File: config.mk
export PLATFORM = sky130hd
export DESIGN_NAME = dual_crc32_selectable_flat
export DESIGN_NICKNAME = d
export VERILOG_FILES = /design/src/dcrc_pkg.sv /design/src/dcrc_if.sv /design/src/dcrc_step.sv /design/src/dual_crc32_selectable.sv /design/src/flat_wrapper.sv
export SDC_FILE = /design/constraint.sdc
export NUM_CORES = 1
export LEC_CHECK = 0
export BUFFER_PORTS_ARGS = -buffer_cell sky130_fd_sc_hd__clkbuf_2
export CAP_MARGIN = 20
export CORE_ASPECT_RATIO = 0.75
export CORE_MARGIN = 4
export CORE_UTILIZATION = 40
export CTS_BUF_LIST = sky130_fd_sc_hd__clkbuf_4 sky130_fd_sc_hd__clkbuf_8
export DETAILED_ROUTE_END_ITERATION = 8
export GPL_TIMING_DRIVEN = 0
export PLACE_DENSITY_LB_ADDON = 0.3
export SYNTH_ARGS = -nofsm -noshare
export SYNTH_HDL_FRONTEND = slang
export SYNTH_SLANG_ARGS = --single-unit
File: constraint.sdc
create_clock -name clk -period 3.58 [get_ports clk]
set_input_delay 0.179 -clock clk [delete_from_list [all_inputs] [get_ports clk]]
set_output_delay 0.179 -clock clk [all_outputs]
set_load 0.005 [all_outputs]
File: src/dcrc_pkg.sv
// Types, selection tables and the byte update for the dual CRC block.
// No dependencies.
package dcrc_pkg;

    localparam int unsigned CRC_W = 32;
    localparam int unsigned FN_W  = 3;

    // Function numbers; anything at or above FN_COUNT is invalid
    localparam logic [FN_W-1:0] FN_SEL0  = 3'd0;
    localparam logic [FN_W-1:0] FN_SEL1  = 3'd1;
    localparam logic [FN_W-1:0] FN_SEL2  = 3'd2;
    localparam logic [FN_W-1:0] FN_SEL3  = 3'd3;
    localparam logic [FN_W-1:0] FN_SEL4  = 3'd4;
    localparam logic [FN_W-1:0] FN_COUNT = 3'd5;

    localparam logic [CRC_W-1:0] POLY_IEEE   = 32'hEDB8_8320;
    localparam logic [CRC_W-1:0] POLY_A001X2 = 32'hA001_A001;
    localparam logic [CRC_W-1:0] POLY_CCITT  = 32'h0000_8408;
    localparam logic [CRC_W-1:0] POLY_A001   = 32'h0000_A001;
    localparam logic [CRC_W-1:0] INIT_ONES32 = 32'hFFFF_FFFF;
    localparam logic [CRC_W-1:0] INIT_ONES16 = 32'h0000_FFFF;
    localparam logic [CRC_W-1:0] CRC_ZERO    = 32'h0000_0000;

    typedef struct packed {
        logic [CRC_W-1:0] crc_a;
        logic [CRC_W-1:0] crc_b;
        logic             in_msg;
        logic [CRC_W-1:0] checksum_a;
        logic [CRC_W-1:0] checksum_b;
        logic             valid_res;
    } step_out_t;

    function automatic logic [CRC_W-1:0] poly_a(input logic [FN_W-1:0] fn);
        logic [CRC_W-1:0] p;
        case (fn)
            FN_SEL0: p = POLY_IEEE;
            FN_SEL1: p = POLY_A001X2;
            FN_SEL2: p = POLY_CCITT;
            FN_SEL3: p = CRC_ZERO;
            FN_SEL4: p = POLY_A001X2;
            default: p = CRC_ZERO;
        endcase
        return p;
    endfunction

    function automatic logic [CRC_W-1:0] init_a(input logic [FN_W-1:0] fn);
        logic [CRC_W-1:0] v;
        case (fn)
            FN_SEL0: v = INIT_ONES32;
            FN_SEL1: v = CRC_ZERO;
            FN_SEL2: v = INIT_ONES16;
            FN_SEL3: v = INIT_ONES32;
            FN_SEL4: v = CRC_ZERO;
            default: v = CRC_ZERO;
        endcase
        return v;
    endfunction

    function automatic logic [CRC_W-1:0] poly_b(input logic [FN_W-1:0] fn);
        logic [CRC_W-1:0] p;
        case (fn)
            FN_SEL0: p = POLY_A001X2;
            FN_SEL1: p = POLY_CCITT;
            FN_SEL2: p = POLY_IEEE;
            FN_SEL3: p = POLY_IEEE;
            FN_SEL4: p = POLY_A001;
            default: p = CRC_ZERO;
        endcase
        return p;
    endfunction

    function automatic logic [CRC_W-1:0] init_b(input logic [FN_W-1:0] fn);
        logic [CRC_W-1:0] v;
        case (fn)
            FN_SEL0: v = CRC_ZERO;
            FN_SEL1: v = INIT_ONES16;
            FN_SEL2: v = INIT_ONES32;
            FN_SEL3: v = INIT_ONES32;
            FN_SEL4: v = CRC_ZERO;
            default: v = CRC_ZERO;
        endcase
        return v;
    endfunction

    // Reflected byte update: xor into the low byte, then eight shift-right steps
    function automatic logic [CRC_W-1:0] crc_byte(input logic [CRC_W-1:0] crc,
                                                  input logic [7:0]       data,
                                                  input logic [CRC_W-1:0] poly);
        logic [CRC_W-1:0] c;
        c = crc ^ {{(CRC_W-8){1'b0}}, data};
        for (int i = 0; i < 8; i++) begin
            c = c[0] ? ({1'b0, c[CRC_W-1:1]} ^ poly) : {1'b0, c[CRC_W-1:1]};
        end
        return c;
    endfunction

endpackage

File: src/dcrc_if.sv
// Channel interfaces for the dual CRC block: config write, byte input, result.
// Depends on dcrc_pkg for widths.
interface dcrc_cfg_if;
    logic                     valid;
    logic                     ready;
    logic [dcrc_pkg::FN_W-1:0] data;

    modport source (output valid, output data, input ready);
    modport sink   (input valid, input data, output ready);
endinterface

interface dcrc_in_if;
    logic       valid;
    logic       ready;
    logic [7:0] data_byte;
    logic       has_byte;
    logic       last;

    modport source (output valid, output data_byte, output has_byte, output last,
                    input ready);
    modport sink   (input valid, input data_byte, input has_byte, input last,
                    output ready);
endinterface

interface dcrc_out_if;
    logic                       valid;
    logic                       ready;
    logic [dcrc_pkg::CRC_W-1:0] checksum_a;
    logic [dcrc_pkg::CRC_W-1:0] checksum_b;
    logic                       valid_res;

    modport source (output valid, output checksum_a, output checksum_b,
                    output valid_res, input ready);
    modport sink   (input valid, input checksum_a, input checksum_b,
                    input valid_res, output ready);
endinterface

File: src/dcrc_step.sv
// Per-beat CRC step: message-start load, dual byte update and result select.
// Depends on dcrc_pkg.
module dcrc_step (
    input  logic [dcrc_pkg::FN_W-1:0]  fn,
    input  logic [dcrc_pkg::CRC_W-1:0] crc_a,
    input  logic [dcrc_pkg::CRC_W-1:0] crc_b,
    input  logic                       in_msg,
    input  logic [7:0]                 data_byte,
    input  logic                       has_byte,
    input  logic                       last,
    output dcrc_pkg::step_out_t        res
);
    import dcrc_pkg::*;

    logic             fn_ok;
    logic             upd;
    logic [CRC_W-1:0] base_a;
    logic [CRC_W-1:0] base_b;
    logic [CRC_W-1:0] new_a;
    logic [CRC_W-1:0] new_b;

    assign fn_ok  = (fn < FN_COUNT);
    assign upd    = has_byte && fn_ok;
    // Load init values at message start; invalid functions load zero
    assign base_a = in_msg ? crc_a : init_a(fn);
    assign base_b = in_msg ? crc_b : init_b(fn);
    assign new_a  = upd ? crc_byte(base_a, data_byte, poly_a(fn)) : base_a;
    assign new_b  = upd ? crc_byte(base_b, data_byte, poly_b(fn)) : base_b;

    always_comb
    begin
        res.crc_a      = new_a;
        res.crc_b      = new_b;
        res.in_msg     = !last;
        res.checksum_a = fn_ok ? new_a : CRC_ZERO;
        res.checksum_b = fn_ok ? new_b : CRC_ZERO;
        res.valid_res  = fn_ok;
    end
endmodule

File: src/dual_crc32_selectable.sv
// Top level of the dual selectable CRC-32 block.
// Depends on dcrc_pkg, dcrc_if.sv and dcrc_step.
//
//   channel | dir | fields                             | beat
//   cfg     | in  | data (function number, 3 bits)     | valid && ready
//   din     | in  | data_byte, has_byte, last          | valid && ready
//   dout    | out | checksum_a, checksum_b, valid_res  | valid && ready
//
// One byte per cycle sustained unless a last beat waits on a stalled result.
// The input register feeds the CRC step; the CRC and result registers close it.
// cfg is always ready. rst_n clears control, the CRC state and the function number.
// A stalled result holds the input register only when it holds a last beat.
module dual_crc32_selectable (
    input  logic clk,
    input  logic rst_n,
    dcrc_cfg_if.sink  cfg,
    dcrc_in_if.sink   din,
    dcrc_out_if.source dout
);
    import dcrc_pkg::*;

    logic [FN_W-1:0]  fn_reg;
    logic             s1_valid_reg;
    logic [7:0]       s1_byte_reg;
    logic             s1_has_reg;
    logic             s1_last_reg;
    logic [CRC_W-1:0] crc_a_reg;
    logic [CRC_W-1:0] crc_b_reg;
    logic             in_msg_reg;
    logic             out_valid_reg;
    logic [CRC_W-1:0] out_a_reg;
    logic [CRC_W-1:0] out_b_reg;
    logic             out_res_reg;

    logic      out_free;
    logic      s1_fire;
    logic      in_fire;
    step_out_t step;

    assign cfg.ready = 1'b1;

    always_ff @(posedge clk or negedge rst_n)
    begin
        if (!rst_n)
            fn_reg <= FN_SEL0;
        else if (cfg.valid)
            fn_reg <= cfg.data;
    end

    assign out_free = !out_valid_reg || dout.ready;
    // Non-last beats never touch the result register, so they never wait on it
    assign s1_fire  = s1_valid_reg && (!s1_last_reg || out_free);
    assign din.ready = !s1_valid_reg || s1_fire;
    assign in_fire  = din.valid && din.ready;

    always_ff @(posedge clk or negedge rst_n)
    begin
        if (!rst_n)
            s1_valid_reg <= 1'b0;
        else if (din.ready)
            s1_valid_reg <= din.valid;
    end

    always_ff @(posedge clk)
    begin
        if (in_fire)
        begin
            s1_byte_reg <= din.data_byte;
            s1_has_reg  <= din.has_byte;
            s1_last_reg <= din.last;
        end
    end

    dcrc_step u_step (
        .fn        (fn_reg),
        .crc_a     (crc_a_reg),
        .crc_b     (crc_b_reg),
        .in_msg    (in_msg_reg),
        .data_byte (s1_byte_reg),
        .has_byte  (s1_has_reg),
        .last      (s1_last_reg),
        .res       (step)
    );

    always_ff @(posedge clk or negedge rst_n)
    begin
        if (!rst_n)
        begin
            crc_a_reg  <= CRC_ZERO;
            crc_b_reg  <= CRC_ZERO;
            in_msg_reg <= 1'b0;
        end
        else if (s1_fire)
        begin
            crc_a_reg  <= step.crc_a;
            crc_b_reg  <= step.crc_b;
            in_msg_reg <= step.in_msg;
        end
    end

    always_ff @(posedge clk or negedge rst_n)
    begin
        if (!rst_n)
            out_valid_reg <= 1'b0;
        else if (s1_fire && s1_last_reg)
            out_valid_reg <= 1'b1;
        else if (dout.ready)
            out_valid_reg <= 1'b0;
    end

    always_ff @(posedge clk)
    begin
        if (s1_fire && s1_last_reg)
        begin
            out_a_reg   <= step.checksum_a;
            out_b_reg   <= step.checksum_b;
            out_res_reg <= step.valid_res;
        end
    end

    assign dout.valid      = out_valid_reg;
    assign dout.checksum_a = out_a_reg;
    assign dout.checksum_b = out_b_reg;
    assign dout.valid_res  = out_res_reg;
endmodule

File: src/flat_wrapper.sv
// flat-port wrapper written by rule: the top's interface ports become plain ports
module dual_crc32_selectable_flat import dcrc_pkg::*;
  (clk, rst_n, cfg_valid, cfg_data, cfg_ready, din_valid, din_data_byte, din_has_byte, din_last, din_ready, dout_valid, dout_checksum_a, dout_checksum_b, dout_valid_res, dout_ready);
  dcrc_cfg_if cfg_i ();
  dcrc_in_if din_i ();
  dcrc_out_if dout_i ();
  input  logic clk;
  input  logic rst_n;
  input wire logic [$bits(cfg_i.valid)-1:0] cfg_valid;
  input wire logic [$bits(cfg_i.data)-1:0] cfg_data;
  output wire logic [$bits(cfg_i.ready)-1:0] cfg_ready;
  input wire logic [$bits(din_i.valid)-1:0] din_valid;
  input wire logic [$bits(din_i.data_byte)-1:0] din_data_byte;
  input wire logic [$bits(din_i.has_byte)-1:0] din_has_byte;
  input wire logic [$bits(din_i.last)-1:0] din_last;
  output wire logic [$bits(din_i.ready)-1:0] din_ready;
  output wire logic [$bits(dout_i.valid)-1:0] dout_valid;
  output wire logic [$bits(dout_i.checksum_a)-1:0] dout_checksum_a;
  output wire logic [$bits(dout_i.checksum_b)-1:0] dout_checksum_b;
  output wire logic [$bits(dout_i.valid_res)-1:0] dout_valid_res;
  input wire logic [$bits(dout_i.ready)-1:0] dout_ready;
  assign cfg_i.valid = cfg_valid;
  assign cfg_i.data = cfg_data;
  assign cfg_ready = cfg_i.ready;
  assign din_i.valid = din_valid;
  assign din_i.data_byte = din_data_byte;
  assign din_i.has_byte = din_has_byte;
  assign din_i.last = din_last;
  assign din_ready = din_i.ready;
  assign dout_valid = dout_i.valid;
  assign dout_checksum_a = dout_i.checksum_a;
  assign dout_checksum_b = dout_i.checksum_b;
  assign dout_valid_res = dout_i.valid_res;
  assign dout_i.ready = dout_ready;
  dual_crc32_selectable u_core (.clk(clk), .rst_n(rst_n), .cfg(cfg_i), .din(din_i), .dout(dout_i));
endmodule
==> run_results.csv <==
group,metric,value,unit
timing,tightest_slew,1.05,ns
critical_path,critPathTopFamily,"XOR/XNOR gates",
critical_path,rr_endpoint,"u_core.dout.checksum_b[20]$_SDFFCE_PN0P_",
timing,timing.final.crit_share,103,%
power,power_frac_comb,69.8,%
drt,dr.pass1.iters,6,
critical_path,cp_common_cell,"xnor2_1",
clock_network,numCtsBuffers,17,
timing,setup_violations,5,
floorplanning,num_rows,51,
drt,routed.top_layer,"met4",
critical_path,critPathSlowestCell,"dfrtp_1",
drt,drt_iter0_drc,1454,
critical_path,r2r_cells,12,
critical_path,crit_chain,"nor2b_1 -> xnor2_1 -> nand2_1 -> xnor2_2 -> xnor2_1 -> xnor2_1 -> xor2_1 -> xnor2_1 -> nand2_1 -> xnor2_1 -> nor2_1 -> nor3_1",
placed_design,hpwlAfterDp,32.1,mm
synth,syn_nets,1212,
synth,synth_edf_count,75,
power,power.density,975,nW/µm²
drt,totalWireLength,44.9,mm
drt,route.met2.wl,17.6,mm
critical_path,end_kind,"flop",
placed_design,pre_cts_ws,-1.22,ns
layout,fin_cells,1750,
power,clkPwrFrac,10.3,%
synth,seq_area_frac_synth,38.0,%
drt,detail-route-antenna-nets,0,
placed_design,dp.cells,1626,
global_route,grt_pass1_wl,64.4,mm
floorplanning,dieArea,29000,µm²
global_route,gr-total-overflow,0,
synth,synthCells,1194,
run_status,violations,"negative setup slack",
floorplanning,core_region_area,26000,µm²
placed_design,gp_congestion,0.983,
timing,rsz0062_at_grt,"yes",
layout,final_area,13500,µm²
critical_path,required,3.78,ns
clock_network,cts_tree,"done",
clock_network,htreeDepth,4,
synth,netlist.area_leader.share,21.4,%
run_status,status,"finished, violations left",
critical_path,r2r_start,"u_core.crc_b_reg[0]$_DFFE_PN0P_",
timing,fin_skew,0.0218,ns
floorplanning,io_pins,86,
global_route,grt_usage,30.2,%
placed_design,port_buffers,84,
power,p_seq_share,19.9,%
flow_run,cap_violations,0,
timing,drv_slew,0,
drt,viasPerCell,5.89,
critical_path,crit_path_max_incr_delay,0.59,ns
timing,fin_ws,-0.104,ns
floorplanning,start_util,40.6,%
synth,syn_area,10500,µm²
synth,synthArstFlopShare,48.3,%
synth,synth_seq_cells,145,
placed_design,post_dp_cell_area,11400,µm²
clock_network,cts_root_buf,"clkbuf_8",
drt,wl_met1,19.6,mm
synth,synth_area_per_cell,8.82,µm²
synth,synth_area_leaders,"edfxtp_1 (21%), dfrtp_1 (17%), xnor2_1 (14%)",
power,vdd_ir_drop_max,435,µV
timing,fmax,0.271,GHz
floorplanning,fp.dieW,195,µm
global_route,grt_max_degree,42,
global_route,grt_pass1_vias,9518,
synth,synthTopCellsByCount,"nand2_1 (166), xnor2_1 (166), nor2_1 (131)",
power,p_leak,5.32,nW
power,p_sw,6.25,mW
clock_network,clk_pin_slew_worst_paths,0.10,ns
timing,slew_headroom,29.7,%
hold_path,hp-class,"in2async",
drt,wl_per_cell,25.7,µm
critical_path,reg2reg_slack,-0.10,ns
synth,synth_ff_type,"edfxtp_1",
critical_path,path_buf_inv,0,
layout,drive_gt1_share,27.2,%
synth,yosysTopAreaCell,"edfxtp_1",
critical_path,cp-start-kind,"flop",
clock_network,clock_latency,0.50,ns
layout,nNetsFinal,1409,
global_route,antenna_found_initial,1,
critical_path,cp-startpoint,"u_core.crc_b_reg[0]$_DFFE_PN0P_",
timing,hold_violations,0,
layout,area_growth_syn_to_layout,28.5,%
critical_path,cp_max_fo,9,
drt,route.met3.wl,6.28,mm
drt,vias,10300,
timing,setup_tns,-0.266,ns
timing,fin_crit,3.68,ns
clock_network,cts_buffer_depth,2,
synth,synth.distinct_cells,77,
power,p_sw_share,47.3,%
critical_path,crit_type,"reg2reg",
power,p_int,6.95,mW
synth,yosysWarningCount,0,
drt,drc,0,
floorplanning,dieHeight,149,µm
clock_network,clock-sinks,145,
critical_path,critical_path_arrival,3.88,ns
layout,nFillCells,2389,
[what timing repair did]
| item | 4_1_cts | 5_1_grt |
|---|---|---|
| cloned | 1 | 0 |
| endpoints found under the setup margin | 128 | 120 |
| hold buffers | 21 | 0 |
| hold endpoints to repair | 44 | 0 |
| setup buffers | 36 | 37 |
| resized for setup | 119 | 91 |
| pin swaps | 31 | 39 |
[power by group through the flow]
stage	logic, mW	clock network, mW	registers [mW]
after floorplan	5.20	0	2.53
after global placement	7.09	0	2.60
after detailed placement	7.12	0	2.60
after CTS	8.25	1.37	2.59
after global routing	9.71	1.44	2.67
final	9.21	1.36	2.63
[through the flow]
stage,power (mW),util [%],hold slack (ns)
after floorplan,7.72,-,-0.117
after global routing,13.8,52.1,0.263
after detailed placement,9.72,44.1,0.229
final,13.2,52.1,0.223
after CTS,12.2,49.6,0.233
after global placement,9.69,43.8,0.357
[metal layers]
layer,up-vias,global-route usage (%)
met3,92,11.0
li1,4481,-
met4,0,10.3
met2,705,39.5
met1,5026,45.3
met5,-,0
[placed cells by master, fill, tap and decap left out, types with 11 or more instances in the layout]
| master | instances |
|---|---|
| o21ai_0 | 87 |
| a21oi_1 | 84 |
| nor2_1 | 117 |
| nand2_1 | 161 |
| and2_1 | 12 |
| a221o_1 | 12 |
| clkbuf_2 | 101 |
| nand3_1 | 11 |
| buf_6 | 13 |
| dfrtp_1 | 69 |
| clkbuf_1 | 42 |
| nor3_1 | 21 |
| dlygate4sd3_1 | 21 |
| clkbuf_8 | 19 |
| xnor2_2 | 29 |
| xor2_1 | 50 |
| xnor2_1 | 136 |
| xor2_2 | 15 |
| edfxtp_1 | 75 |
| buf_4 | 69 |
[area by class of cell]
class	instances	area, µm²	area share (%)
clock inverters	13	125	0.924
inverters	11	41.3	0.305
clock buffers	19	255	1.89
repair buffers	183	1300	9.59
plain buffers	87	503	3.72
multi-input cells	946	6870	50.8
diodes	2	5.00	0.0370
flip-flops and latches	145	4010	29.6
well taps	344	430	3.18
[worst max-delay path by stage]
stage | endpoint | slack, ns | cells after the start
2_1_floorplan | u_core.crc_a_reg[25]$_DFFE_PN0P_ | 0.19 | 13
3_3_place_gp | u_core.dout.checksum_b[0]$_SDFFCE_PN0P_ | -1.27 | 10
5_1_grt | u_core.dout.checksum_b[23]$_SDFFCE_PN0P_ | -0.18 | 12
3_5_place_dp | u_core.dout.checksum_b[0]$_SDFFCE_PN0P_ | -1.22 | 10
6_report | u_core.dout.checksum_b[20]$_SDFFCE_PN0P_ | -0.10 | 12
4_1_cts | u_core.dout.checksum_b[18]$_SDFFCE_PN0P_ | -0.08 | 16
[logic make-up (layout without fill, tap and decap cells)]
| family | count (synthesis) | count (layout) | synth area share (%) |
|---|---|---|---|
| XOR/XNOR | 253 | 253 | 23.6 |
| AND/OR/NAND/NOR | 380 | 380 | 15.4 |
| flip-flops | 145 | 145 | 38.0 |
| multiplexers | 11 | 11 | 1.10 |
| other | 1 | 3 | 0.0356 |
| buffers and inverters | 103 | 313 | 4.15 |
| AO/OA/AOI/OAI | 301 | 301 | 17.8 |
Note: power is estimated with default switching activity, not from simulation.
